$ cat src/rtl/core/sss_pkg.sv
// Shared types and constants for the sample set statistics block.
// Used by the channel interfaces, the front, the job queue, the back and the top level.
package sss_pkg;

  // Sample store size and derived widths.
  localparam int MAX_SAMPLES = 1024;
  localparam int ADDR_W      = $clog2(MAX_SAMPLES);
  localparam int COUNT_W     = 11;
  localparam int SAMPLE_W    = 32;
  localparam int SUM_W       = 42;
  localparam int SQ_W        = 74;
  localparam int PROD_W      = 64;

  // Arithmetic unit widths in the back.
  localparam int ACC_W   = 86;
  localparam int MPL_W   = 42;
  localparam int DVD_W   = 98;
  localparam int DVS_W   = 21;
  localparam int RAD_W   = 80;
  localparam int ROOT_W  = 40;
  localparam int SREM_W  = 42;
  localparam int STEP_W  = 7;
  localparam int Q8_W    = 40;
  localparam int MED_W   = 33;

  localparam logic [STEP_W-1:0] MUL_LAST  = STEP_W'(MPL_W - 1);
  localparam logic [STEP_W-1:0] DIV_LAST  = STEP_W'(DVD_W - 1);
  localparam logic [STEP_W-1:0] SQRT_LAST = STEP_W'(ROOT_W - 1);

  localparam logic [COUNT_W-1:0] STORE_FULL = COUNT_W'(MAX_SAMPLES);

  // One closed set handed from the front to the back.
  typedef struct packed {
    logic [COUNT_W-1:0]  n;
    logic [SUM_W-1:0]    sum;
    logic [SAMPLE_W-1:0] min_value;
    logic [SAMPLE_W-1:0] max_value;
    logic                overflow;
  } sss_job_t;

  // Queue push side.
  typedef struct packed {
    logic     valid;
    sss_job_t job;
  } sss_push_t;

  // Sample store write port.
  typedef struct packed {
    logic                we;
    logic [ADDR_W-1:0]   addr;
    logic [SAMPLE_W-1:0] data;
  } sss_wr_t;

  // Back sequencer states.
  typedef enum logic [3:0] {
    B_IDLE,
    B_SWEEP,
    B_SELSTEP,
    B_MUL1,
    B_MUL2,
    B_DIVV,
    B_DIVM,
    B_SQRT,
    B_DONE
  } sss_back_state_t;

endpackage

$ cat src/rtl/core/sss_channels.sv
// Valid/ready channel interfaces for samples in and statistics out.
// Depends on sss_pkg for field widths.
interface sss_sample_if;
  logic                          valid;
  logic                          ready;
  logic [sss_pkg::SAMPLE_W-1:0]  sample;
  logic                          last;
  modport source (output valid, sample, last, input ready);
  modport sink (input valid, sample, last, output ready);
endinterface


$ cat src/rtl/core/sss_front.sv
// Front: accepts samples, writes the store and keeps count, sum, min, max and drop flag.
// Depends on sss_pkg and sss_channels; hands closed sets to the job queue.
module sss_front (
  input  logic                   clk,
  input  logic                   rst,
  sss_sample_if.sink             samples,
  input  logic                   q_ready,
  input  logic                   release_store,
  output sss_pkg::sss_push_t     push,
  output sss_pkg::sss_wr_t       wr,
  output logic                   blocked
);

  logic [sss_pkg::COUNT_W-1:0]  kept;
  logic [sss_pkg::COUNT_W-1:0]  kept_next;
  logic [sss_pkg::SUM_W-1:0]    sum;
  logic [sss_pkg::SUM_W-1:0]    sum_next;
  logic [sss_pkg::SAMPLE_W-1:0] min_value;
  logic [sss_pkg::SAMPLE_W-1:0] min_next;
  logic [sss_pkg::SAMPLE_W-1:0] max_value;
  logic [sss_pkg::SAMPLE_W-1:0] max_next;
  logic                         dropped;
  logic                         dropped_next;
  logic                         take;
  logic                         has_room;

  assign samples.ready = !blocked && q_ready;
  assign take          = samples.valid && samples.ready;
  assign has_room      = kept < sss_pkg::STORE_FULL;

  // Classify the sample: kept and folded into the running values, or dropped.
  always_comb begin
    kept_next    = kept;
    sum_next     = sum;
    min_next     = min_value;
    max_next     = max_value;
    dropped_next = dropped;
    if (has_room) begin
      kept_next = kept + 1'b1;
      sum_next  = sum + sss_pkg::SUM_W'(samples.sample);
      if (kept == '0 || samples.sample < min_value) begin
        min_next = samples.sample;
      end
      if (kept == '0 || samples.sample > max_value) begin
        max_next = samples.sample;
      end
    end else begin
      dropped_next = 1'b1;
    end
  end

  // Store write port.
  always_comb begin
    wr.we   = take && has_room;
    wr.addr = kept[sss_pkg::ADDR_W-1:0];
    wr.data = samples.sample;
  end

  // A closed set goes to the queue on the transfer that carries last.
  always_comb begin
    push.valid         = take && samples.last;
    push.job.n         = kept_next;
    push.job.sum       = sum_next;
    push.job.min_value = min_next;
    push.job.max_value = max_next;
    push.job.overflow  = dropped_next;
  end

  // Running set state; the front blocks until the back has read out the store.
  always_ff @(posedge clk) begin
    if (rst) begin
      kept    <= '0;
      sum     <= '0;
      dropped <= 1'b0;
      blocked <= 1'b0;
    end else begin
      if (release_store) begin
        blocked <= 1'b0;
      end
      if (take) begin
        if (samples.last) begin
          kept    <= '0;
          sum     <= '0;
          dropped <= 1'b0;
          blocked <= 1'b1;
        end else begin
          kept    <= kept_next;
          sum     <= sum_next;
          dropped <= dropped_next;
        end
      end
    end
  end

  // Min and max carry no reset; the first kept sample loads them.
  always_ff @(posedge clk) begin
    if (take) begin
      min_value <= min_next;
      max_value <= max_next;
    end
  end

endmodule

$ cat src/flat_wrapper.sv
// flat-port wrapper written by rule: the top's interface ports become plain ports
module sss_front_flat 
  (clk, rst, q_ready, release_store, push, wr, blocked, samples_valid, samples_sample, samples_last, samples_ready);
  sss_sample_if samples_i ();
  input  logic clk;
  input  logic rst;
  input  logic q_ready;
  input  logic release_store;
  output sss_pkg::sss_push_t push;
  output sss_pkg::sss_wr_t wr;
  output logic blocked;
  input wire logic [$bits(samples_i.valid)-1:0] samples_valid;
  input wire logic [$bits(samples_i.sample)-1:0] samples_sample;
  input wire logic [$bits(samples_i.last)-1:0] samples_last;
  output wire logic [$bits(samples_i.ready)-1:0] samples_ready;
  assign samples_i.valid = samples_valid;
  assign samples_i.sample = samples_sample;
  assign samples_i.last = samples_last;
  assign samples_ready = samples_i.ready;
  sss_front u_core (.clk(clk), .rst(rst), .samples(samples_i), .q_ready(q_ready), .release_store(release_store), .push(push), .wr(wr), .blocked(blocked));
endmodule
$ cat config.mk
export PLATFORM = sky130hd
export DESIGN_NAME = sss_front_flat
export DESIGN_NICKNAME = d
export VERILOG_FILES = /design/src/rtl/core/sss_pkg.sv /design/src/rtl/core/sss_channels.sv /design/src/rtl/core/sss_front.sv /design/src/flat_wrapper.sv
export SDC_FILE = /design/constraint.sdc
export NUM_CORES = 1
export LEC_CHECK = 0
export ABC_CLOCK_PERIOD_IN_PS = 5800
export BUFFER_PORTS_ARGS = -buffer_cell sky130_fd_sc_hd__buf_4
export CAP_MARGIN = 25
export CORE_MARGIN = 5
export CORE_UTILIZATION = 50
export DETAILED_ROUTE_END_ITERATION = 8
export PLACE_DENSITY = 0.84
export SETUP_SLACK_MARGIN = 0.15
export SLEW_MARGIN = 20
export SYNTH_ARGS = -nofsm -noshare
export SYNTH_HDL_FRONTEND = slang
export SYNTH_SLANG_ARGS = --single-unit
$ cat constraint.sdc
create_clock -name clk -period 5.8 [get_ports clk]
set_input_delay 1.16 -clock clk [delete_from_list [all_inputs] [get_ports clk]]
set_output_delay 1.16 -clock clk [all_outputs]
set_load 0.03 [all_outputs]
# Yosys cells after proc, flatten, opt, wreduce, memory -nomap -nowiden
# Cells that the tools add are included.
[totals] ff_bits=119 mem_bits_rw=0 latch_bits=0 mem_bits_ro=0 n_memories=0
[op_classes] n_mul=0 reduce_logical=8 add_sub_neg=2 bitwise_logic=0 n_mux=13 order_cmp=3 n_eq_ne=0 div_mod_pow=0 n_shift=0
[ops] op="$mux W32" n=4
[ops] op="$mux W42" n=2
[ops] op="$add A42 B32 Y42" n=1
[ops] op="$gt A32 B32 Y1" n=1
[ops] op="$lt A32 B32 Y1" n=1
[ops] op="$mux W11" n=2
[ops] op="$add A11 B1 Y11 const B" n=1
[ops] op="$logic_not A11 Y1" n=1
[ops] op="$lt A11 B11 Y1 const B" n=1
[ops] op="$mux W1" n=5
[ops] op="$logic_and A1 B1 Y1" n=4
[ops] op="$logic_or A1 B1 Y1" n=2
[ops] op="$logic_not A1 Y1" n=1

# Depth between registers and ports, before layout
[logic_depth] word_depth=4 ltp_mapped=11 mapped_depth_nobuf=11

# Least setup slack after synthesis
# OpenSTA, ideal clock, no wires.
[synth_timing] path_kind="input port to output port" startpoint="input samples_sample[9]" endpoint="output push[34] (netlist name)" required_time_ps=4640 path_stages=10 arrival_ps=3784 path_buffers=1 setup_slack_ps=856 path_cell_list="ha_1 a21o_1 a21o_1 a21o_1 a21o_1 a211o_1 a221o_1 a311o_1 buf_6 mux2i_1"
[synth_rtl] item="start, declared" line="flat_wrapper.sv:13" rtl="input wire logic [$bits(samples_i.sample)-1:0] samples_sample;"
[synth_rtl] item="end, declared" line="flat_wrapper.sv:9" rtl="output sss_pkg::sss_push_t push;"

==> impl_metrics.ini <==
[drt]
wl_per_cell_um = 18.8
drtAntennaViolNets = 0
wl_um = 26500
drc = 0
drt_iter0_drc = 505
vias_per_cell = 5.83
via_count = 8205
drt_first_pass_iters = 5

[yosys]
synth_top_area_frac = 0.207
avgSynthCellArea_um2 = 9.06
ys_ff_latch = 119
yosysWarnings = 0
synth_edf_count = 64
ys_seq_area_frac = 0.325
synth_cell_types = 70
syn_inst = 1026
yosysTopAreaCell = edfxtp_1
ys.flop_type = edfxtp_1
synthArstFlopShare = 0
ys_top_cells_by_area = edfxtp_1 (21%), ha_1 (13%), dfxtp_1 (12%), mux2_4 (4.7%), mux2_2 (4.4%)
yosysMostFrequentCell = ha_1
synth_area_um2 = 9290
netlist_top_cells_count = ha_1 (97), nand2_1 (88), inv_1 (80), o21ai_0 (80), nor2_1 (68)
synth_nets = 1162

[final_layout]
antenna_cells = 0
final_cells = 1407
area_delta_synth_final_pct = 20.7
layout.nets = 1301
drive_gt1_frac = 0.269
fillCellCount = 1523

[floorplan]
num_io_pins = 202
initial_core_util = 0.512
rows = 49
core_area_um2 = 18100
die_height_um = 146
die_w_um = 146
die_area_um2 = 21400

[setup_path]
slowest_stage = a311o_2
crit_fanout = 17
cp.required_ns = 4.64
critPathMostFrequentCell = a21o_1
path_class = in2out
path_cells = buf_4 -> ha_1 -> a21o_1 -> a21o_1 -> a21o_1 -> a21o_1 -> a211o_1 -> a221o_1 -> a311o_2 -> buf_16 -> mux2_4 -> buf_4
crit_family = compound AO/OA/AOI/OAI gates
crit_path_start_kind = input port
critPathArrivalTime_ns = 4.25
path_buf_inv = 3
reg2reg_depth = 11
max_stage_delay_ns = 0.61
crit_cells = 12
end_kind = primary output

[placement]
place_ws_ns = 0.355
dpl.cell_count = 1374
dpl.hpwl_um = 19600
globalplace.congestion = 0.883
port_buffers = 201

[clocking]
cts_made_buffers = 17
path_clk_slew_ns = 0.05
cts-hold-fix-buffers = 0
cts_buffer_depth = 2
cts_setup_buffers = 0
cts_tree = yes
cts_root_buffer = clkbuf_16
cts_resized = 0
cts_sinks = 119
clk_latency_ns = 0.42
cts_htree_levels = 4

[sta]
slew-limit-headroom = 0.358
finalHoldViolations = 0
finalSetupViolCount = 0
worstMarginPinSlew_ns = 0.964
rsz0062_at_grt = no
tns_ns = 0
finalMaxSlewViolations = 0
fin_ws_ns = 0.389
finalCritPeriodShare = 0.933
fin_crit_ns = 5.41
fmax_mhz = 185
fin_skew_ns = 0.0100

[global_routing]
grt_usage = 0.240
gr-total-overflow = 0
grt_pass1_vias = 8019
antenna_found_initial = 0
grt_max_degree = 73
grt_pass1_wl_um = 41600

[status]
status = completed

[min_path]
min_delay_path_depth = 2
hold_class = reg2reg

[flow_run]
max_cap_violations = 0

[power]
p_leak_nw = 5.07
power.density_nw_per_um2 = 238
ir_worst_vdd_v = 0.000184
power_w = 0.00267
-- worst paths after layout --
check | slack (ns) | end | start
max | 0.39 | push[56] | samples_sample[9]
max reg2reg | 2.39 | u_core.min_value[23] | u_core.min_value[9]
min | 0.47 | u_core.sum[0] | u_core.sum[0]
min reg2reg | 0.47 | u_core.sum[0] | u_core.sum[0]
-- area by class of cell --
type	count	area, um^2	share of cell area
clock inverters	15	154	0.0137
clock buffers	17	425	0.0379
well taps	229	287	0.0255
inverters	81	304	0.0271
multi-input cells	738	5440	0.485
repair buffers	208	1580	0.141
flip-flops and latches	119	3020	0.270
-- flip-flops by register name (all words and copies together), names as in the netlist --
| register | count |
|---|---|
| u_core.sum | 42 |
| u_core.max_value | 32 |
| u_core.min_value | 32 |
| u_core.kept | 11 |
| u_core.blocked | 1 |
| u_core.dropped | 1 |
-- where the power goes --
group	switching (W)	total, W	internal (W)
clock	0.000416	0.00105	0.000633
sequential	0.0000201	0.000946	0.000926
combinational	0.000426	0.000680	0.000253
total	0.000862	0.00267	0.00181
-- cell families after synthesis --
family / Yosys count / share of synthesized area
AO/OA/AOI/OAI: 264 / 0.184
AND/OR/NAND/NOR: 263 / 0.132
buffers and inverters: 169 / 0.0895
flip-flops: 119 / 0.325
adder cells (fa/ha/maj): 98 / 0.133
multiplexers: 68 / 0.0937
XOR/XNOR: 45 / 0.0424
-- tightest hold or removal path: cells and delay by family, from the launching register on --
| family | cells | cell delay [ns] |
|---|---|---|
| and+or+nand+nor | 1 | 0.06 |
| AOI/OAI and AO/OA | 1 | 0.05 |
| DFF | 1 | 0.32 |
-- placed cells by master (no fill, tap or decap), types with 7 or more instances in the layout --
cell       instances
clkbuf_16         17
nor2b_1           10
ha_1              97
o21a_1             8
or3_1              7
edfxtp_1          64
a31oi_1           14
a211oi_1           7
xor2_1            22
nor2_1            68
a22oi_1           15
inv_1             79
nand3_1           18
a21oi_1           53
mux2_4            29
nand4_1           25
mux2_2            36
nor3_1            19
xnor2_1           23
buf_4            207
a21o_1            34
dfxtp_1           54
o21ai_0           80
nand2_1           88
o211ai_1           9
-- layer usage --
metal,track usage,share of wire,up-vias
li1,-,-,3968
met1,0.308,0.44,3944
met2,0.393,0.47,259
met3,0.0759,0.077,34
met4,0.0616,0.016,0
met5,0,0,-
-- through the flow --
stage	area, um^2	hold slack, ns	utilization
after floorplan	9290	0.445	-
after global placement	10600	0.455	0.585
after detailed placement	10600	0.465	0.585
after CTS	11200	0.472	0.616
after global routing	11200	0.501	0.618
final	11200	0.474	0.618
Note: power is estimated with default switching activity, not from simulation.
