===== config.mk =====
export PLATFORM = sky130hd
export DESIGN_NAME = sss_queue
export DESIGN_NICKNAME = d
export VERILOG_FILES = /design/src/rtl/core/sss_pkg.sv /design/src/rtl/core/sss_queue.sv
export SDC_FILE = /design/constraint.sdc
export NUM_CORES = 1
export LEC_CHECK = 0
export BUFFER_PORTS_ARGS = -buffer_cell sky130_fd_sc_hd__buf_2
export CORE_AREA = 5 5 152 125
export CTS_CLUSTER_SIZE = 16
export DETAILED_ROUTE_END_ITERATION = 10
export DIE_AREA = 0 0 157 130
export PLACE_DENSITY = 0.9
export SLEW_MARGIN = 20
export SYNTH_ARGS = -nofsm -noshare
export SYNTH_HDL_FRONTEND = slang
export SYNTH_SLANG_ARGS = --single-unit

===== constraint.sdc =====
create_clock -name clk -period 5.15 [get_ports clk]
set_clock_uncertainty 0.05 [all_clocks]
set_input_delay 0.515 -clock clk [delete_from_list [all_inputs] [get_ports clk]]
set_output_delay 0.515 -clock clk [all_outputs]
set_load 0.005 [all_outputs]

===== src/rtl/core/sss_pkg.sv =====
// Shared types and constants for the sample set statistics block.
// Used by the channel interfaces, the front, the job queue, the back and the top level.
package sss_pkg;

  // Sample store size and derived widths.
  localparam int MAX_SAMPLES = 1024;
  localparam int ADDR_W      = $clog2(MAX_SAMPLES);
  localparam int COUNT_W     = 11;
  localparam int SAMPLE_W    = 32;
  localparam int SUM_W       = 42;
  localparam int SQ_W        = 74;
  localparam int PROD_W      = 64;

  // Arithmetic unit widths in the back.
  localparam int ACC_W   = 86;
  localparam int MPL_W   = 42;
  localparam int DVD_W   = 98;
  localparam int DVS_W   = 21;
  localparam int RAD_W   = 80;
  localparam int ROOT_W  = 40;
  localparam int SREM_W  = 42;
  localparam int STEP_W  = 7;
  localparam int Q8_W    = 40;
  localparam int MED_W   = 33;

  localparam logic [STEP_W-1:0] MUL_LAST  = STEP_W'(MPL_W - 1);
  localparam logic [STEP_W-1:0] DIV_LAST  = STEP_W'(DVD_W - 1);
  localparam logic [STEP_W-1:0] SQRT_LAST = STEP_W'(ROOT_W - 1);

  localparam logic [COUNT_W-1:0] STORE_FULL = COUNT_W'(MAX_SAMPLES);

  // One closed set handed from the front to the back.
  typedef struct packed {
    logic [COUNT_W-1:0]  n;
    logic [SUM_W-1:0]    sum;
    logic [SAMPLE_W-1:0] min_value;
    logic [SAMPLE_W-1:0] max_value;
    logic                overflow;
  } sss_job_t;

  // Queue push side.
  typedef struct packed {
    logic     valid;
    sss_job_t job;
  } sss_push_t;

  // Sample store write port.
  typedef struct packed {
    logic                we;
    logic [ADDR_W-1:0]   addr;
    logic [SAMPLE_W-1:0] data;
  } sss_wr_t;

  // Back sequencer states.
  typedef enum logic [3:0] {
    B_IDLE,
    B_SWEEP,
    B_SELSTEP,
    B_MUL1,
    B_MUL2,
    B_DIVV,
    B_DIVM,
    B_SQRT,
    B_DONE
  } sss_back_state_t;

endpackage


===== src/rtl/core/sss_queue.sv =====
// Two-entry job queue between the front and the back.
// Depends on sss_pkg for the job type.
module sss_queue (
  input  logic               clk,
  input  logic               rst,
  input  sss_pkg::sss_push_t push,
  output logic               push_ready,
  output logic               pop_valid,
  output sss_pkg::sss_job_t  pop_job,
  input  logic               pop_ready
);

  sss_pkg::sss_job_t entries [2];
  logic       wptr;
  logic       rptr;
  logic [1:0] count;
  logic       do_push;
  logic       do_pop;

  assign push_ready = count != 2'd2;
  assign pop_valid  = count != 2'd0;
  assign pop_job    = entries[rptr];
  assign do_push    = push.valid && push_ready;
  assign do_pop     = pop_valid && pop_ready;

  // Pointers and fill count.
  always_ff @(posedge clk) begin
    if (rst) begin
      wptr  <= 1'b0;
      rptr  <= 1'b0;
      count <= 2'd0;
    end else begin
      if (do_push) begin
        wptr <= !wptr;
      end
      if (do_pop) begin
        rptr <= !rptr;
      end
      count <= count + {1'b0, do_push} - {1'b0, do_pop};
    end
  end

  // Entry storage.
  always_ff @(posedge clk) begin
    if (do_push) begin
      entries[wptr] <= push.job;
    end
  end

endmodule


* Word level (Yosys, flattened, before mapping)
Memories as Yosys holds them, arrays and structs flattened. A register that Yosys moved wholly into a read port is not among the register bits.
Cells that the tools add are included.
Widths: inputs -> output; s select.
** Storage, ports and cells
- Register bits :: 4
- RAM bits :: 236
- Input bits :: 122
- Word-level logic and storage cells :: 16
- Memories kept :: 1
** Memory list
- entries :: words 2, width 118, rd ports 1, clocked after Yosys merged registers in 1, wr ports 1, RTL line sss_queue.sv:13 : sss_pkg::sss_job_t entries [2];
** Operators by class
- Add/sub/neg operators :: 2
- Eq/ne operators :: 1
- Muxes and demuxes :: 4
- Reductions and logical operators :: 5
** Operator list (number)
- $mux 1 :: 4
- $add 2x1->2 :: 1
- $logic_and 1x1->1 :: 2
- $logic_not 1->1 :: 2
- $ne 2x2->1 const B :: 1
- $reduce_bool 2->1 :: 1
- $sub 2x1->2 :: 1

* Depth between registers and ports, before layout
Gate-level depths: netlist of run 1.
- Depth in word-level cells :: 4
- Depth in mapped cells :: 6
- Depth with buffers taken out :: 6

* Worst setup path before layout of run 1
Ideal clock, no wire load.
- Kind :: register to register
- From :: reg count[0]
- To :: mem entries[1][0] (netlist name), enable pin
- Library setup time :: 0.491 ns
- Data arrival time :: 3.362 ns
- Data required time :: 4.609 ns
- Setup slack :: 1.247 ns
- Stages on the path, launching flop included :: 3
- Buffers on the path :: 0
- Clock period less this slack :: 3.903 ns
- Cell sequence :: dfxtp_1 -> nand2b_1 -> and3_1
** Between the ends
- Longest elaborated chain between the ends :: 4
** Ends and longest elaborated chain
- start, declared :: RTL line sss_queue.sv:16 : logic [1:0] count;
- start signal, assigned :: RTL line sss_queue.sv:39 : count <= count + {1'b0, do_push} - {1'b0, do_pop};
- $ne 2x2->1 :: RTL line sss_queue.sv:20 : assign push_ready = count != 2'd2;
- via push_ready :: RTL line sss_queue.sv:7 : output logic push_ready,
- $logic_and 1x1->1 :: RTL line sss_queue.sv:23 : assign do_push = push.valid && push_ready;
- $mux 1 :: RTL line sss_queue.sv:45 : if (do_push) begin
- $mux 1 (implied by the code) :: RTL line sss_queue.sv:46 : entries[wptr] <= push.job;
- end, declared :: RTL line sss_queue.sv:13
The timed path passes the listed nets, and every way through them passes these cells.

==> impl_results.md, run 1 <==
- Initial antenna violation count: 5
- Vias in the first global route: 4,894
- Final Non-Filler Cells: 897
- Share of post-route cells with drive strength above 1: 60.4%
- Crit Path Max Fanout: 55
- WL per Instance: 19.4 µm
- Post-Syn Area: 0.00884 mm²
- Unrepaired setup endpoints after global routing: no
- Starting Density: 51.5%
- Pre-antenna DRT Iters: 4
- Largest cells by area after synthesis: edfxtp_1 (80%), mux2_2 (12%), mux2_4 (3.4%)
- Antenna Nets Post-Route: 0
- Multi-input logic area: 0.00157 mm²
- Flop pwr share: 48.4%
- Nature of the critical path startpoint: register
- Psw: 1.18 mW
- LEAKAGE: 4.18 nW
- IO Count: 242
- Worst Tran Pin Value: 0.783 ns
- Core Util, Final: 64.6%
- Largest net degree at the start of global routing: 59
- First-pass GRT wire length: 26.4 mm
- Adder-cell share of the synthesized area: 0.142%
- Core area: 0.0172 mm²
- PortBufs: 241
- GPL Wtd Cong: 0.850
- Reg2reg start: count[0]
- Yosys reg bits: 241
- Worst-path cell chain: buf_4, mux2_2, buf_2
- Number of instances in the placed design: 855
- Async SR Flop Fraction: 0%
- Crit path kind: reg2out
- Worst path slowest cell: buf_4
- Post-Syn Nets: 519
- Peak supply drop: 0.255 mV
- Post-CTS setup buffers: 0
- Global route overflow: 0
- Worst-path clk slew: 0.06 ns
- Max Clock Freq: 342 MHz
- Die area: 0.0204 mm²
- Max-slew violations: 0
- CTS Root Buffer Type: clkbuf_16
- CTS tree: built
- Final nets: 779
- Synth top area share: 80.2%
- Placed Area: 0.0103 mm²
- Critical Path Sink: pop_job[40]
- Cells after Synth: 396
- Post-Synth XOR/XNOR Area: 0.0991%
- Final wirelength: 17.4 mm
- Critical R2R Capture: entries[0][87]
- Final Instance Area: 0.0111 mm²
- Fin crit period: 2.93 ns
- Max stage delay on crit path: 0.63 ns
- Hold Vio Cnt, Final: 0
- Outcome: finished, final reports clean
- Syn-to-layout area delta: 25.4%
- Core Rows: 43
- Mux contribution to synthesized area: 15.9%
- Int Pwr: 3.89 mW
- Largest family of logic cells by synthesized area: multiplexers
- Crit path depth: 3
- R2r worst-path depth: 4
- Die Span X: 157 µm
- TritonCTS buffer count: 24
- WP data arrival: 2.36 ns
- Final Power: 5.07 mW
- Reg area: 0.00719 mm²
- Synth unique cells: 24
- Number of remaining DRC errors: 0
- Cell taking the most area after synthesis: edfxtp_1
- Crit end category: primary output
- Tot GR Track Use: 16.6%
- Simple-gate share of the synthesized area: 1.03%
- TNS Setup: 0 ns
- Diode count: 0
- Ys flop type: edfxtp_1
- Via count: 4,552
- Compound-Gate Fraction of Synth Area: 0.495%
- EDFF count, synth: 236
- H-tree Lvls: 1
- Sw Share: 23.2%
- Yosys warns: 0
- Die Y: 130 µm
- Rel. slew slack: 47.8%
- Max-cap violations: 0
- Crit path max-delay family: buffers and inverters
- Synthesized area per cell: 22.3 µm²
- Crit path buf inv count: 2
- Clock power frac: 33.8%
- PwrDens: 457 mW/mm²
- PostCTS Resize Cnt: 0
- DR iter-0 viols: 231
- Clk sinks: 241
- Reg-to-reg slack, setup: 2.89 ns
- CP Data Required Time: 4.59 ns
- Seq/Total Area, Yosys: 81.3%
- DP Wirelength: 12.1 mm
- Worst-skew pair later-pin latency: 0.49 ns
- Comb power frac: 17.8%
- Most frequent cell after synthesis: edfxtp_1
- Max clock buf depth: 3
- Vias/cell: 5.07
- Layout fillers: 1,149
- Final setup viols: 0
- Top cells by count, synth: edfxtp_1 (236), mux2_2 (98), mux2_4 (20)
- Hold Buf Count CTS: 0
- Ratio of final minimum period to clock period: 56.8%
- Hold WC Path Type: in2reg
final cells by class:
type / count / share of cell area [%]
Clock inverter: 13 / 1.34
Inverter: 1 / 0.0564
Timing Repair Buffer: 247 / 11.3
Multi-Input combinational cell: 141 / 14.1
Clock buffer: 29 / 5.78
Tap cell: 225 / 2.54
Sequential cell: 241 / 64.9
cell usage in the layout, fill, tap and decap left out, drive strengths merged, types with 2 or more instances in the layout:
master,synthesis,routed
clkbuf,0,29
buf,13,247
nor2b,2,2
bufinv,0,3
mux2,118,118
and3,2,2
edfxtp,236,236
nor2,4,4
dfxtp,5,5
o21ai,2,2
clkinv,0,9
worst reg2reg max path, stage by stage, from the launching register on:
cell and delay, ns:
dfxtp_1 0.44, nand2b_1 0.21, nand3b_1 0.16, inv_4 0.38, buf_4 0.63
power by group through the flow:
stage	logic [mW]	registers, mW	clock network (mW)
global placement	0.889	2.48	0
floorplan	0.562	2.47	0
detailed placement	0.914	2.50	0
CTS	0.920	2.46	1.75
finish	0.901	2.46	1.71
global route	0.977	2.47	1.85
logic make-up (layout without fill, tap and decap cells):
group / after synthesis / after routing
buf+inv: 14 / 290
compound gates: 6 / 6
xor+xnor: 1 / 1
mux: 118 / 118
fa+ha+maj: 1 / 1
simple gates: 15 / 15
flops: 241 / 241
worst min-delay path by stage:
stage                   from             end  slack [ns]  cells past startpoint
global route        push[57]  entries[0][57]        0.12                      1
floorplan               rptr        register        0.42                      2
finish              push[23]  entries[0][23]        0.15                      1
CTS                 push[23]  entries[0][23]        0.12                      1
detailed placement      rptr        register        0.45                      2
global placement        rptr            rptr        0.44                      2
sequential cells by signal, summed over array words and instances, names as in the netlist, named ones only:
signal and cells:
rptr 1, wptr 1, entries 236, count 2
per-stage QoR:
| step | hold slack, ns | setup WS (ns) |
|---|---|---|
| 6_report | 0.146 | 2.22 |
| 5_1_grt | 0.117 | 2.06 |
| 4_1_cts | 0.124 | 2.18 |
| 3_5_place_dp | 0.450 | 2.71 |
| 3_3_place_gp | 0.439 | 2.75 |
| 2_1_floorplan | 0.422 | 1.25 |
metal layers:
layer	vias to the layer above	routed length, µm	share of wire [%]	global-route usage, %
li1	2098	-	-	-
met1	2206	6740	39	21.1
met2	206	8570	49	28.2
met3	32	1740	10	5.47
met4	10	300	1.7	3.62
met5	-	57	0.33	0
(Power assumes the default switching activity.)
==> inputs of run 2 (changes only) <==
==> constraint.sdc (replaced) <==
create_clock -name clk -period 2.7 [get_ports clk]
set_clock_uncertainty 0.05 [all_clocks]
set_input_delay 0.27 -clock clk [delete_from_list [all_inputs] [get_ports clk]]
set_output_delay 0.27 -clock clk [all_outputs]
set_load 0.005 [all_outputs]
==> run 2 against run 1 <==
  * Sequential share of layout area is 6.7 points lower
  * Global-route usage is 2.8 points higher
  * Critical path depth stayed put
  * Largest cell class unchanged
  * Setup slack worse by 1.8 ns
  * Clock power is 100% higher
  * Critical endpoint is now pop_job[35]
  * Combinational power is 110% higher
  * Cell area is 12% higher
  * Die area stayed put
  * Largest power group unchanged
  * Sequential cell count stayed put
  * Critical path type unchanged
  * First-iteration DRC count is 26% higher
  * Wire length is 17% higher
==> impl_results.md, run 2 (synthesis gave the netlist of run 1 again) <==
- Outcome: finished, final reports clean
- Antenna Nets Post-Route: 0
- Most common cell after layout, fill and taps aside: buf_2
- Layout fillers: 985
- Peak supply drop: 0.478 mV
- Tot GR Track Use: 19.4%
- First-pass GRT wire length: 30.4 mm
- PostCTS Resize Cnt: 0
- Largest net degree at the start of global routing: 71
- Max Clock Freq: 432 MHz
- Crit end category: primary output
- Number of instances in the placed design: 856
- Via count: 5,161
- Rel. slew slack: 36.9%
- TritonCTS buffer count: 23
- Max-cap violations: 0
- Vias/cell: 5.06
- PortBufs: 241
- WP data arrival: 1.99 ns
- Worst slack, placed: 0.734 ns
- Share of post-route cells with drive strength above 1: 52.1%
- IO Count: 242
- Number of remaining DRC errors: 0
- Max-slew violations: 0
- Hold WC Path Type: in2reg
- Placed Area: 0.0104 mm²
- Core Rows: 43
- H-tree Lvls: 1
- Crit Path Max Fanout: 40
- Most frequent cells in the layout: buf_2 (241), edfxtp_1 (236), dlygate4sd3_1 (119)
- Ratio of final minimum period to clock period: 85.7%
- CTS tree: built
- Final Non-Filler Cells: 1,019
- Final nets: 898
- PwrDens: 815 mW/mm²
- Die Span X: 157 µm
- Fin crit period: 2.31 ns
- Final hold slack: 0.166 ns
- Crit path kind: reg2out
- Final Instance Area: 0.0124 mm²
- Starting Density: 51.5%
- Global route overflow: 0
- CP Data Required Time: 2.38 ns
- Core area: 0.0172 mm²
- Unrepaired setup endpoints after global routing: no
- LEAKAGE: 4.70 nW
- Nature of the critical path startpoint: register
- Syn-to-layout area delta: 39.9%
- Die area: 0.0204 mm²
- Pre-antenna DRT Iters: 5
- Max reg flops: 236
- Top Registers: entries (236), count (2)
- WL per Instance: 19.9 µm
- GPL Wtd Cong: 0.842
- DR iter-0 viols: 290
- Die Y: 130 µm
- Worst Tran Pin Value: 0.947 ns
- Max clock buf depth: 3
- Worst-skew pair later-pin latency: 0.48 ns
- Vias in the first global route: 5,605
- Hold Vio Cnt, Final: 0
- DP Wirelength: 11.6 mm
- Initial antenna violation count: 1
- Biggest register: entries
- Final setup viols: 0
- CTS Root Buffer Type: clkbuf_16
- Clk sinks: 241
- Fin worst setup slack: 0.386 ns
- Final wirelength: 20.3 mm
- Worst-path clk slew: 0.06 ns
run 2: cell types whose count changed in the layout (fill, tap and decap cells not counted), moves of 3 or more:
cell and delta:
dlygate4sd3_1 +119, diode_2 +3, buf_12 +3, clkinvlp_4 +3, bufinv_16 +3
run 2: timing repair:
item	4_1_cts	5_1_grt
hold endpoints to repair	241	0
hold buffers	119	0
setup buffers	0	0
endpoints found under the setup margin	0	0
run 2: cell type report:
cell class / instances / area, µm² / area share (%)
multi-input combinational: 141 / 1570 / 12.7
sequential: 241 / 7190 / 58.2
timing repair buffer: 367 / 2490 / 20.1
antenna: 3 / 7.51 / 0.0607
inverter: 1 / 7.51 / 0.0607
clock buffer: 25 / 583 / 4.71
clock inverter: 16 / 234 / 1.89
tap: 225 / 282 / 2.28
run 2: critical path, cell delays in order, from the launching register on:
cell     delay (ns)
dfxtp_4        0.64
buf_12         0.31
mux2_2         0.38
buf_2          0.14
run 2: power by group:
part / leakage, nW / total [mW] / internal (mW) / switching [mW]
Sequential: 2.25 / 4.71 / 4.55 / 0.160
Combinational: 2.05 / 1.93 / 1.05 / 0.876
Clock: 0.391 / 3.44 / 2.13 / 1.31
run 2: per-stage QoR:
step	TNS, ns	total power [mW]	util [%]
floorplan	-12.63	5.78	-
global placement	0	6.46	60.3
detailed placement	0	6.54	60.3
CTS	0	10.1	72.0
global route	0	10.5	72.0
finish	0	10.1	72.1
run 2: final timing paths:
| path | startpoint | endpoint | slack [ns] | depth (start not counted) |
|---|---|---|---|---|
| worst max-delay path | register | pop_job[35] | 0.39 | 3 |
| worst min-delay path | push[118] | wptr | 0.17 | 3 |
| worst max register to register | count[0] | entries[0][32] | 0.69 | 4 |
| worst min register to register | rptr | rptr | 0.47 | 2 |
run 2: per-layer routing:
metal / routed length (µm) / global-route usage, % / vias to the layer above
met5: 0 / 0 / -
met4: 542 / 6.28 / 0
met3: 1480 / 4.38 / 43
met2: 10700 / 35.0 / 241
met1: 7550 / 23.2 / 2541
li1: - / - / 2336
