[config.mk]
export PLATFORM = sky130hd
export DESIGN_NAME = sss_back_flat
export DESIGN_NICKNAME = d
export VERILOG_FILES = /design/src/rtl/core/sss_pkg.sv /design/src/rtl/core/sss_channels.sv /design/src/rtl/core/sss_back.sv /design/src/flat_wrapper.sv
export SDC_FILE = /design/constraint.sdc
export NUM_CORES = 2
export LEC_CHECK = 0
export BUFFER_PORTS_ARGS = -buffer_cell sky130_fd_sc_hd__buf_2
export CORE_ASPECT_RATIO = 2
export CORE_MARGIN = 5
export CORE_UTILIZATION = 45
export CTS_BUF_LIST = sky130_fd_sc_hd__clkbuf_4
export DETAILED_ROUTE_END_ITERATION = 12
export PLACE_DENSITY = 0.68
export SKIP_LAST_GASP = 1
export SLEW_MARGIN = 20
export SYNTH_ARGS = -nofsm -noshare
export SYNTH_HDL_FRONTEND = slang
export SYNTH_SLANG_ARGS = --single-unit
[constraint.sdc]
create_clock -name clk -period 9.5 [get_ports clk]
set_clock_uncertainty 0.2 [all_clocks]
set_input_delay 0.95 -clock clk [delete_from_list [all_inputs] [get_ports clk]]
set_output_delay 0.95 -clock clk [all_outputs]
set_load 0.05 [all_outputs]
[src/rtl/core/sss_pkg.sv]
// Shared types and constants for the sample set statistics block.
// Used by the channel interfaces, the front, the job queue, the back and the top level.
package sss_pkg;

  // Sample store size and derived widths.
  localparam int MAX_SAMPLES = 1024;
  localparam int ADDR_W      = $clog2(MAX_SAMPLES);
  localparam int COUNT_W     = 11;
  localparam int SAMPLE_W    = 32;
  localparam int SUM_W       = 42;
  localparam int SQ_W        = 74;
  localparam int PROD_W      = 64;

  // Arithmetic unit widths in the back.
  localparam int ACC_W   = 86;
  localparam int MPL_W   = 42;
  localparam int DVD_W   = 98;
  localparam int DVS_W   = 21;
  localparam int RAD_W   = 80;
  localparam int ROOT_W  = 40;
  localparam int SREM_W  = 42;
  localparam int STEP_W  = 7;
  localparam int Q8_W    = 40;
  localparam int MED_W   = 33;

  localparam logic [STEP_W-1:0] MUL_LAST  = STEP_W'(MPL_W - 1);
  localparam logic [STEP_W-1:0] DIV_LAST  = STEP_W'(DVD_W - 1);
  localparam logic [STEP_W-1:0] SQRT_LAST = STEP_W'(ROOT_W - 1);

  localparam logic [COUNT_W-1:0] STORE_FULL = COUNT_W'(MAX_SAMPLES);

  // One closed set handed from the front to the back.
  typedef struct packed {
    logic [COUNT_W-1:0]  n;
    logic [SUM_W-1:0]    sum;
    logic [SAMPLE_W-1:0] min_value;
    logic [SAMPLE_W-1:0] max_value;
    logic                overflow;
  } sss_job_t;

  // Queue push side.
  typedef struct packed {
    logic     valid;
    sss_job_t job;
  } sss_push_t;

  // Sample store write port.
  typedef struct packed {
    logic                we;
    logic [ADDR_W-1:0]   addr;
    logic [SAMPLE_W-1:0] data;
  } sss_wr_t;

  // Back sequencer states.
  typedef enum logic [3:0] {
    B_IDLE,
    B_SWEEP,
    B_SELSTEP,
    B_MUL1,
    B_MUL2,
    B_DIVV,
    B_DIVM,
    B_SQRT,
    B_DONE
  } sss_back_state_t;

endpackage

[src/rtl/core/sss_channels.sv]


interface sss_stats_if;
  logic                          valid;
  logic                          ready;
  logic [sss_pkg::SAMPLE_W-1:0]  min_value;
  logic [sss_pkg::SAMPLE_W-1:0]  max_value;
  logic [sss_pkg::MED_W-1:0]     median_twice;
  logic [sss_pkg::Q8_W-1:0]      mean_q8;
  logic [sss_pkg::Q8_W-1:0]      stddev_q8;
  logic [sss_pkg::COUNT_W-1:0]   sample_count;
  logic                          overflow;
  modport source (output valid, min_value, max_value, median_twice, mean_q8, stddev_q8,
                  sample_count, overflow, input ready);
  modport sink (input valid, min_value, max_value, median_twice, mean_q8, stddev_q8,
                sample_count, overflow, output ready);
endinterface

[src/rtl/core/sss_back.sv]
// Back: radix selection of the two middle ranks over the store, sum of squares, then shift-add
// multiply, restoring divide and digit square root. Depends on sss_pkg and sss_channels.
module sss_back (
  input  logic                          clk,
  input  logic                          rst,
  input  logic                          pop_valid,
  input  sss_pkg::sss_job_t             pop_job,
  output logic                          pop_ready,
  output logic [sss_pkg::ADDR_W-1:0]    raddr,
  input  logic [sss_pkg::SAMPLE_W-1:0]  rdata,
  output logic                          release_store,
  sss_stats_if.source                   stats
);

  sss_pkg::sss_back_state_t state;
  sss_pkg::sss_back_state_t state_next;

  // Set values.
  logic [sss_pkg::COUNT_W-1:0]  n;
  logic [sss_pkg::SUM_W-1:0]    sum;
  logic [sss_pkg::SAMPLE_W-1:0] mn;
  logic [sss_pkg::SAMPLE_W-1:0] mx;
  logic                         drop;
  logic [sss_pkg::DVS_W-1:0]    nsq;

  // Sweep and selection.
  logic [sss_pkg::COUNT_W-1:0]  addr;
  logic                         rv;
  logic                         pv;
  logic [sss_pkg::PROD_W-1:0]   prod;
  logic [sss_pkg::SQ_W-1:0]     sumsq;
  logic                         first;
  logic [sss_pkg::COUNT_W-1:0]  cnt;
  logic [sss_pkg::COUNT_W-1:0]  k;
  logic [sss_pkg::COUNT_W-1:0]  k2;
  logic [sss_pkg::SAMPLE_W-1:0] prefix;
  logic [sss_pkg::SAMPLE_W-1:0] prefix_next;
  logic [sss_pkg::SAMPLE_W-1:0] hmask;
  logic [sss_pkg::SAMPLE_W-1:0] bsel;
  logic                         which;
  logic [sss_pkg::SAMPLE_W-1:0] v1;
  logic                         below;
  logic                         match;
  logic                         issue;
  logic                         sweep_done;

  // Arithmetic unit.
  logic [sss_pkg::ACC_W-1:0]    acc;
  logic [sss_pkg::ACC_W-1:0]    acc_next;
  logic [sss_pkg::ACC_W-1:0]    mcand;
  logic [sss_pkg::MPL_W-1:0]    mplier;
  logic [sss_pkg::ACC_W-1:0]    p1;
  logic [sss_pkg::ACC_W-1:0]    dvar;
  logic [sss_pkg::STEP_W-1:0]   step;
  logic [sss_pkg::DVD_W-1:0]    dq;
  logic [sss_pkg::DVD_W-1:0]    dq_next;
  logic [sss_pkg::DVS_W-1:0]    rem;
  logic [sss_pkg::DVS_W-1:0]    rem_next;
  logic [sss_pkg::DVS_W:0]      div_t;
  logic                         div_ge;
  logic [sss_pkg::DVS_W-1:0]    divisor;
  logic [sss_pkg::RAD_W-1:0]    rq;
  logic [sss_pkg::ROOT_W-1:0]   root;
  logic [sss_pkg::ROOT_W-1:0]   root_next;
  logic [sss_pkg::SREM_W-1:0]   srem;
  logic [sss_pkg::SREM_W-1:0]   srem_next;
  logic [sss_pkg::SREM_W+1:0]   sq_t;
  logic [sss_pkg::SREM_W+1:0]   sq_trial;
  logic                         sq_ge;
  logic [sss_pkg::Q8_W-1:0]     mean;
  logic                         last_mul;
  logic                         last_div;
  logic                         last_sqrt;

  // Output register.
  logic                         ov;

  // Control outputs of the sequencer.
  always_comb begin
    pop_ready     = state == sss_pkg::B_IDLE;
    issue         = state == sss_pkg::B_SWEEP && addr < n;
    sweep_done    = state == sss_pkg::B_SWEEP && !issue && !rv && !pv;
    release_store = state == sss_pkg::B_SELSTEP && bsel[0] && which;
    last_mul      = step == sss_pkg::MUL_LAST;
    last_div      = step == sss_pkg::DIV_LAST;
    last_sqrt     = step == sss_pkg::SQRT_LAST;
    raddr         = addr[sss_pkg::ADDR_W-1:0];
  end

  // Next state.
  always_comb begin
    state_next = state;
    unique case (state)
      sss_pkg::B_IDLE: begin
        if (pop_valid) begin
          state_next = sss_pkg::B_SWEEP;
        end
      end
      sss_pkg::B_SWEEP: begin
        if (sweep_done) begin
          state_next = sss_pkg::B_SELSTEP;
        end
      end
      sss_pkg::B_SELSTEP: begin
        state_next = (bsel[0] && which) ? sss_pkg::B_MUL1 : sss_pkg::B_SWEEP;
      end
      sss_pkg::B_MUL1: begin
        if (last_mul) begin
          state_next = sss_pkg::B_MUL2;
        end
      end
      sss_pkg::B_MUL2: begin
        if (last_mul) begin
          state_next = sss_pkg::B_DIVV;
        end
      end
      sss_pkg::B_DIVV: begin
        if (last_div) begin
          state_next = sss_pkg::B_DIVM;
        end
      end
      sss_pkg::B_DIVM: begin
        if (last_div) begin
          state_next = sss_pkg::B_SQRT;
        end
      end
      sss_pkg::B_SQRT: begin
        if (last_sqrt) begin
          state_next = sss_pkg::B_DONE;
        end
      end
      sss_pkg::B_DONE: begin
        if (!ov) begin
          state_next = sss_pkg::B_IDLE;
        end
      end
      default: state_next = sss_pkg::B_IDLE;
    endcase
  end

  // Selection compare and one step of each arithmetic unit.
  always_comb begin
    match       = ((rdata ^ prefix) & hmask) == '0 && (rdata & bsel) == '0;
    below       = k < cnt;
    prefix_next = below ? prefix : (prefix | bsel);
    acc_next    = mplier[0] ? acc + mcand : acc;
    dvar        = p1 - acc_next;
    div_t       = {rem, dq[sss_pkg::DVD_W-1]};
    div_ge      = div_t >= {1'b0, divisor};
    rem_next    = div_ge ? sss_pkg::DVS_W'(div_t - {1'b0, divisor})
                         : div_t[sss_pkg::DVS_W-1:0];
    dq_next     = {dq[sss_pkg::DVD_W-2:0], div_ge};
    sq_t        = {srem, rq[sss_pkg::RAD_W-1 -: 2]};
    sq_trial    = {2'b00, root, 2'b01};
    sq_ge       = sq_t >= sq_trial;
    srem_next   = sq_ge ? sss_pkg::SREM_W'(sq_t - sq_trial) : sq_t[sss_pkg::SREM_W-1:0];
    root_next   = {root[sss_pkg::ROOT_W-2:0], sq_ge};
  end

  // Control registers.
  always_ff @(posedge clk) begin
    if (rst) begin
      state <= sss_pkg::B_IDLE;
      ov    <= 1'b0;
      rv    <= 1'b0;
      pv    <= 1'b0;
    end else begin
      state <= state_next;
      rv    <= issue;
      pv    <= rv && first;
      if (ov && stats.ready) begin
        ov <= 1'b0;
      end
      if (state == sss_pkg::B_DONE && !ov) begin
        ov <= 1'b1;
      end
    end
  end

  // Datapath.
  always_ff @(posedge clk) begin
    unique case (state)
      sss_pkg::B_IDLE: begin
        // Load a job and set up the first selection pass.
        if (pop_valid) begin
          n      <= pop_job.n;
          sum    <= pop_job.sum;
          mn     <= pop_job.min_value;
          mx     <= pop_job.max_value;
          drop   <= pop_job.overflow;
          nsq    <= sss_pkg::DVS_W'(pop_job.n * pop_job.n);
          k      <= (pop_job.n - 1'b1) >> 1;
          k2     <= pop_job.n >> 1;
          addr   <= '0;
          cnt    <= '0;
          prefix <= '0;
          hmask  <= '0;
          bsel   <= {1'b1, {(sss_pkg::SAMPLE_W-1){1'b0}}};
          which  <= 1'b0;
          first  <= 1'b1;
          sumsq  <= '0;
        end
      end
      sss_pkg::B_SWEEP: begin
        // Count entries that match the prefix and have a zero in the current bit; the first pass also squares.
        if (issue) begin
          addr <= addr + 1'b1;
        end
        if (rv) begin
          prod <= rdata * rdata;
          if (match) begin
            cnt <= cnt + 1'b1;
          end
        end
        if (pv) begin
          sumsq <= sumsq + sss_pkg::SQ_W'(prod);
        end
      end
      sss_pkg::B_SELSTEP: begin
        // Settle one bit of the selected value.
        cnt   <= '0;
        addr  <= '0;
        first <= 1'b0;
        if (bsel[0]) begin
          if (!which) begin
            v1     <= prefix_next;
            which  <= 1'b1;
            prefix <= '0;
            hmask  <= '0;
            bsel   <= {1'b1, {(sss_pkg::SAMPLE_W-1){1'b0}}};
            k      <= k2;
          end else begin
            prefix <= prefix_next;
            mcand  <= sss_pkg::ACC_W'(sumsq);
            mplier <= sss_pkg::MPL_W'(n);
            acc    <= '0;
            step   <= '0;
          end
        end else begin
          prefix <= prefix_next;
          hmask  <= hmask | bsel;
          bsel   <= bsel >> 1;
          if (!below) begin
            k <= k - cnt;
          end
        end
      end
      sss_pkg::B_MUL1: begin
        // n times the sum of squares.
        if (last_mul) begin
          p1     <= acc_next;
          acc    <= '0;
          mcand  <= sss_pkg::ACC_W'(sum);
          mplier <= sum;
          step   <= '0;
        end else begin
          acc    <= acc_next;
          mcand  <= mcand << 1;
          mplier <= mplier >> 1;
          step   <= step + 1'b1;
        end
      end
      sss_pkg::B_MUL2: begin
        // Square of the sum, then the scaled spread goes to the divider.
        acc    <= acc_next;
        mcand  <= mcand << 1;
        mplier <= mplier >> 1;
        step   <= last_mul ? '0 : step + 1'b1;
        if (last_mul) begin
          dq      <= {dvar[sss_pkg::DVD_W-17:0], 16'b0};
          divisor <= nsq;
          rem     <= '0;
        end
      end
      sss_pkg::B_DIVV: begin
        // Variance scaled by 65536, divided by n squared.
        if (last_div) begin
          rq      <= dq_next[sss_pkg::RAD_W-1:0];
          dq      <= {{(sss_pkg::DVD_W-sss_pkg::SUM_W-8){1'b0}}, sum, 8'b0};
          divisor <= sss_pkg::DVS_W'(n);
          rem     <= '0;
          step    <= '0;
        end else begin
          dq   <= dq_next;
          rem  <= rem_next;
          step <= step + 1'b1;
        end
      end
      sss_pkg::B_DIVM: begin
        // Mean with 8 fraction bits.
        dq   <= dq_next;
        rem  <= rem_next;
        step <= last_div ? '0 : step + 1'b1;
        if (last_div) begin
          mean <= dq_next[sss_pkg::Q8_W-1:0];
          srem <= '0;
          root <= '0;
        end
      end
      sss_pkg::B_SQRT: begin
        // Two radicand bits per step.
        srem <= srem_next;
        root <= root_next;
        rq   <= rq << 2;
        step <= last_sqrt ? '0 : step + 1'b1;
      end
      sss_pkg::B_DONE: begin
        // Load the result register once it is free.
        if (!ov) begin
          stats.min_value    <= mn;
          stats.max_value    <= mx;
          stats.median_twice <= sss_pkg::MED_W'(v1) + sss_pkg::MED_W'(prefix);
          stats.mean_q8      <= mean;
          stats.stddev_q8    <= root;
          stats.sample_count <= n;
          stats.overflow     <= drop;
        end
      end
      default: begin
      end
    endcase
  end

  assign stats.valid = ov;

endmodule

[src/flat_wrapper.sv]
// flat-port wrapper written by rule: the top's interface ports become plain ports
module sss_back_flat 
  (clk, rst, pop_valid, pop_job, pop_ready, raddr, rdata, release_store, stats_valid, stats_min_value, stats_max_value, stats_median_twice, stats_mean_q8, stats_stddev_q8, stats_sample_count, stats_overflow, stats_ready);
  sss_stats_if stats_i ();
  input  logic clk;
  input  logic rst;
  input  logic pop_valid;
  input  sss_pkg::sss_job_t pop_job;
  output logic pop_ready;
  output logic [sss_pkg::ADDR_W-1:0] raddr;
  input  logic [sss_pkg::SAMPLE_W-1:0] rdata;
  output logic release_store;
  output wire logic [$bits(stats_i.valid)-1:0] stats_valid;
  output wire logic [$bits(stats_i.min_value)-1:0] stats_min_value;
  output wire logic [$bits(stats_i.max_value)-1:0] stats_max_value;
  output wire logic [$bits(stats_i.median_twice)-1:0] stats_median_twice;
  output wire logic [$bits(stats_i.mean_q8)-1:0] stats_mean_q8;
  output wire logic [$bits(stats_i.stddev_q8)-1:0] stats_stddev_q8;
  output wire logic [$bits(stats_i.sample_count)-1:0] stats_sample_count;
  output wire logic [$bits(stats_i.overflow)-1:0] stats_overflow;
  input wire logic [$bits(stats_i.ready)-1:0] stats_ready;
  assign stats_valid = stats_i.valid;
  assign stats_min_value = stats_i.min_value;
  assign stats_max_value = stats_i.max_value;
  assign stats_median_twice = stats_i.median_twice;
  assign stats_mean_q8 = stats_i.mean_q8;
  assign stats_stddev_q8 = stats_i.stddev_q8;
  assign stats_sample_count = stats_i.sample_count;
  assign stats_overflow = stats_i.overflow;
  assign stats_i.ready = stats_ready;
  sss_back u_core (.clk(clk), .rst(rst), .pop_valid(pop_valid), .pop_job(pop_job), .pop_ready(pop_ready), .raddr(raddr), .rdata(rdata), .release_store(release_store), .stats(stats_i));
endmodule
## After elaboration in Yosys (flattened, before gate mapping)

Index checks and enable logic that the tools add are counted.

- Register bits: 1,291
- Input bits: 154
- Output and inout bits: 202
- Word-level logic and storage cells: 222

- $add $sub $neg: 11
- Multiply operators: 2
- $lt $le $gt $ge: 4
- Equal/unequal tests: 27
- Muxes and demuxes: 79
- Bitwise operators: 7
- Reduce and logical (&&, ||, !) cells: 50

Operators by type and width:

| cell | number |
|---|---|
| 86-bit 2-to-1 mux | 7 |
| 86-bit case mux with 3 select lines | 2 |
| 98-bit case mux with 3 select lines | 1 |
| 32-bit 2-to-1 mux | 9 |
| 42-bit 2-to-1 mux | 5 |
| 98-bit 2-to-1 mux | 2 |
| 32-bit case mux with 2 select lines | 3 |
| 80-bit case mux with 2 select lines | 1 |
| 74-bit 2-to-1 mux | 2 |
| 74-bit case mux with 2 select lines | 1 |
| 42-bit case mux with 3 select lines | 1 |
| 21-bit 2-to-1 mux | 5 |
| 11-bit 2-to-1 mux | 8 |
| 86-bit adder | 1 |
| 42-bit case mux with 2 select lines | 1 |
| 82-bit subtractor | 1 |
| 80-bit 2-to-1 mux | 1 |
| 40-bit case mux with 2 select lines | 1 |
| 74-bit by 64-bit adder with 74-bit output | 1 |
| 11-bit case mux with 3 select lines | 2 |
| 32-bit AND | 2 |
| 32-bit zero test | 2 |
| 32-bit by 32-bit multiplier with 64-bit output | 1 |
| 32-bit bitwise OR | 2 |
| 45 further kinds | 118 |

## Logic depth before layout (Yosys ltp)

- Depth in word-level cells: 8
- Mapped depth: 34
- Mapped depth without buffers: 29

## Least setup slack after synthesis

Ideal clock, no wire load.

- Path kind: reg-to-reg
- From: register u_core.state[3]
- To: register u_core.ov, in the netlist u_core.stats.valid
- Library setup time: 0.097 ns
- Data arrival time: 10.186 ns
- Required time: 9.203 ns
- Path slack: -0.983 ns
- Stages on the path, launching flop included: 5
- Path buffers: 1
- Clock period less this slack: 10.483 ns
- Path through: dfxtp_1 clkbuf_1 nor4b_1 nor2b_1 o21ba_2

- Cells in the longest elaborated chain, start to end: 3
- Elaborated cells on any way between the ends: 4
- Classes of those cells: eq/ne (1); mux (1); reduce/logical (2)

Ends and longest elaborated chain:

| item | RTL line | RTL |
|---|---|---|
| start: declaration | sss_back.sv:15 | `sss_pkg::sss_back_state_t state;` |
| start signal: assignment | sss_back.sv:163 | `state <= sss_pkg::B_IDLE;` |
| start signal: assignment | sss_back.sv:168 | `state <= state_next;` |
| 4-bit == test (*) | sss_back.sv:174 | `if (state == sss_pkg::B_DONE && !ov) begin` |
| 1-bit logical AND (*) | sss_back.sv:174 |  |
| 1-bit 2-to-1 mux / 2-bit nonzero test (equally long branches) | n/a |  |
| end signal: assignment | sss_back.sv:164 | `ov <= 1'b0;` |
| end signal: assignment | sss_back.sv:172 | `ov <= 1'b0;` |
| end signal: assignment | sss_back.sv:175 | `ov <= 1'b1;` |
| end: declaration | sss_back.sv:76 | `logic ov;` |

Mark *: on every way between the ends. The rest lies on a longest branch, timed or not.
A chain may end at the register's enable or synchronous reset.

## Worst setup path in the final report

- From: input rdata[17] (netlist bit)
- To: register u_core.prod[60] (netlist bit), data pin

- Cells in the longest elaborated chain, start to end: 1

Ends and longest elaborated chain:

| item | RTL line | RTL |
|---|---|---|
| start: declaration | flat_wrapper.sv:11 | `input logic [sss_pkg::SAMPLE_W-1:0] rdata;` |
| 32-bit by 32-bit multiplier with 64-bit output | sss_back.sv:210 | `prod <= rdata * rdata;` |
| end signal: assignment | sss_back.sv:210 |  |
| end: declaration | sss_back.sv:30 | `logic [sss_pkg::PROD_W-1:0] prod;` |

Every way passes these cells.

==> run_results.csv <==
group,metric,value,unit
place,port_buffers,355,
hold_path,worst_hold_path_type,"flip-flop to flip-flop",
yosys,synth_top_area_cell,"edfxtp_1",
die,ios,356,
yosys,synth_mux_area_share,1.37,%
clock_network,tritoncts,"yes",
clock_network,cts_buffers,302,
global_route,grt_pass1_vias,73700,
hold_path,hold_start,"u_core.mx[25]",
critical_path,crit_path_start_kind,"input port",
yosys,netlist_area,100000,sq um
critical_path,crit_type,"input port to flip-flop",
die,die-area,233000,sq um
yosys,synthFlopType,"edfxtp_1",
yosys,synthAdderAreaFrac,25.9,%
yosys,syn-num-nets,11300,
clock_network,clk_path_buf_depth,4,
detailed_routing,vias_per_cell,5.36,
critical_path,crit_required,10.11,ns
critical_path,r2r_start,"u_core.acc[0]",
yosys,yosys-top-cells-area,"edfxtp_1 38%, fa_1 17%, ha_1 8.7%, inv_1 5.2%, nand2_1 3.8%",
final_layout,drive_above_1_share,11.0,%
detailed_routing,drt-total-wl,253000,um
place,hpwlAfterDp,194000,um
critical_path,slowest_delay,0.55,ns
yosys,yosysWarnings,0,
clock_network,insertion_delay,1.20,ns
die,rows,245,
place,gp_congestion,0.908,
global_route,antenna_found_initial,14,
yosys,synth_top_family_by_area,"adder cells",
critical_path,crit_slowest_cell,"fa_1",
die,initial_core_util,45.1,%
detailed_routing,dr.pass1.iters,5,
detailed_routing,ant_nets,0,
critical_path,arrival,8.77,ns
die,die_w,343,um
yosys,synthCells,9539,
yosys,avgSynthCellArea,10.5,sq um
job,maxCapViolCount,0,
global_route,grt_pass1_wl,400000,um
detailed_routing,drtIter0Drc,5101,
outcome,status,"completed",
critical_path,end_kind,"flip-flop",
clock_network,clkSinkCount,1270,
timing,slew_violations,0,
place,post-place-ws,0.195,ns
timing,min_period,8.15,ns
timing,worst_slew_pin_slew,1.11,ns
detailed_routing,drc,0,
timing,hold_viol,0,
timing,whs,0.209,ns
clock_network,cts-root-buf,"clkbuf_4",
critical_path,cp_max_fo,19,
yosys,synth_seq_cells,1270,
timing,period_share,85.8,%
yosys,synth_top_area_share,37.9,%
yosys,ys_seq_area_share,38.0,%
critical_path,crit_top_cell,"fa_1",
yosys,yosys.area_share.xor_xnor,4.14,%
yosys,synth_commonest_cells,"1382 x inv_1, 1263 x edfxtp_1, 1025 x nand2_1",
final_layout,regArea,38100,sq um
final_layout,multi_input_area,55200,sq um
global_route,grt_max_degree,98,
timing,tns,0,ns
global_route,track_usage,21.5,%
critical_path,startpoint,"rdata[17]",
die,core,222000,sq um
yosys,ys_types,109,
global_route,grt_overflow,0,
yosys,synthSimpleGateAreaFrac,11.8,%
yosys,synth-edff-count,1263,
timing,slew_headroom,24.3,%
yosys,synth_compound_area_share,11.8,%
yosys,synth_most_common_cell,"inv_1",
die,die_height,677,um
timing,clock.fmax,0.123,GHz
clock_network,clk_pin_slew_worst_paths,0.08,ns
detailed_routing,dr_total_vias,71000,
final_layout,utilization,49.7,%
clock_network,h-tree-depth,5,
final_layout,fillers,20400,
final_layout,area_delta_synth_final,10.3,%
final_layout,nets,11800,
detailed_routing,wl_per_cell,19.1,um
yosys,synthArstFlopShare,0,%
timing,setup_viol,0,
timing,rsz0062_at_grt,"false",
timing,setup_slack,1.35,ns
-- layout by cell type (no fill, tap or decap), types with 73 or more instances in the layout --
| master | instances |
|---|---|
| inv_1 | 1381 |
| edfxtp_1 | 1263 |
| nand2_1 | 1021 |
| fa_1 | 861 |
| ha_1 | 698 |
| nor2_1 | 513 |
| a21oi_1 | 474 |
| clkbuf_4 | 424 |
| buf_2 | 355 |
| and2_1 | 328 |
| a21o_1 | 299 |
| o21ai_0 | 297 |
| xnor2_1 | 255 |
| xor2_1 | 218 |
| buf_4 | 171 |
| mux2i_1 | 120 |
| dlygate4sd3_1 | 120 |
| nand4_1 | 118 |
| o21bai_1 | 101 |
| a22oi_1 | 99 |
| nor3_1 | 93 |
| nand3_1 | 92 |
| o21a_1 | 89 |
| nor2b_1 | 79 |
| and3_1 | 73 |
-- timing repair --
| item | in CTS | in global routing |
|---|---|---|
| endpoints found under the hold margin | 125 | 0 |
| hold buffers | 120 | 0 |
| setup buffers | 0 | 0 |
| gates resized for setup | 0 | 0 |
-- worst max-delay path: cells and delay by family --
kind,cells,cell delay (ns)
compound gates,5,1.07
xor+xnor,1,0.10
fa+ha+maj,9,4.18
buf+inv,9,1.56
simple gates,4,0.89
-- final timing paths --
kind	endpoint	slack (ns)	cells past startpoint
worst max-delay path	u_core.prod[60]	1.35	28
worst min-delay path	u_core.stats.max_value[25]	0.21	0
worst max register to register	u_core.dq[97]	1.45	26
worst min register to register	u_core.stats.max_value[25]	0.21	0
-- state kept, by name, summed over array words and instances, names as in the netlist, 33 cells and up --
name and cells:
u_core.dq 98, u_core.acc 82, u_core.mcand 82, u_core.p1 82, u_core.rq 80, u_core.sumsq 74
u_core.prod 63, u_core.mplier 42, u_core.srem 42, u_core.sum 42, u_core.mean 40, u_core.root 40
u_core.stats.mean_q8 40, u_core.stats.stddev_q8 40, u_core.stats.median_twice 33
-- per-stage QoR --
step                      cells  cell area [sq um]
after floorplan            9539             100000
after global placement    12600             105000
after detailed placement  12600             105000
after CTS                 13200             110000
after global routing      13300             110000
final                     13300             110000
-- routing by layer --
layer | up-vias | share of wire (%) | global-route usage, %
li1 | 33600 | - | -
met1 | 34700 | 42 | 28.4
met2 | 2255 | 47 | 35.4
met3 | 536 | 7.1 | 4.02
met4 | 8 | 4.0 | 8.02
met5 | - | 0.023 | 0
-- cell families (layout without fill, tap and decap cells) --
logic type | after synthesis | after routing
other | 0 | 10
adders and majority gates | 1559 | 1559
xor gates and xnor gates | 473 | 473
AOI/OAI and AO/OA | 1780 | 1780
muxes | 135 | 135
and+or+nand+nor | 2516 | 2516
DFF | 1270 | 1270
buffers and inverters | 1806 | 2550
-- layout make-up --
class	count	area share, %
diodes	10	0.0227
repair buffers	649	3.92
clock buffers	424	2.88
flip-flops and latches	1270	34.5
inverters	1384	4.71
clock inverters	93	0.532
well taps	2964	3.36
multi-input cells	6463	50.1
Power is not shown: default switching activity piles up to over one toggle a cycle in this logic, so the estimate is an artifact.
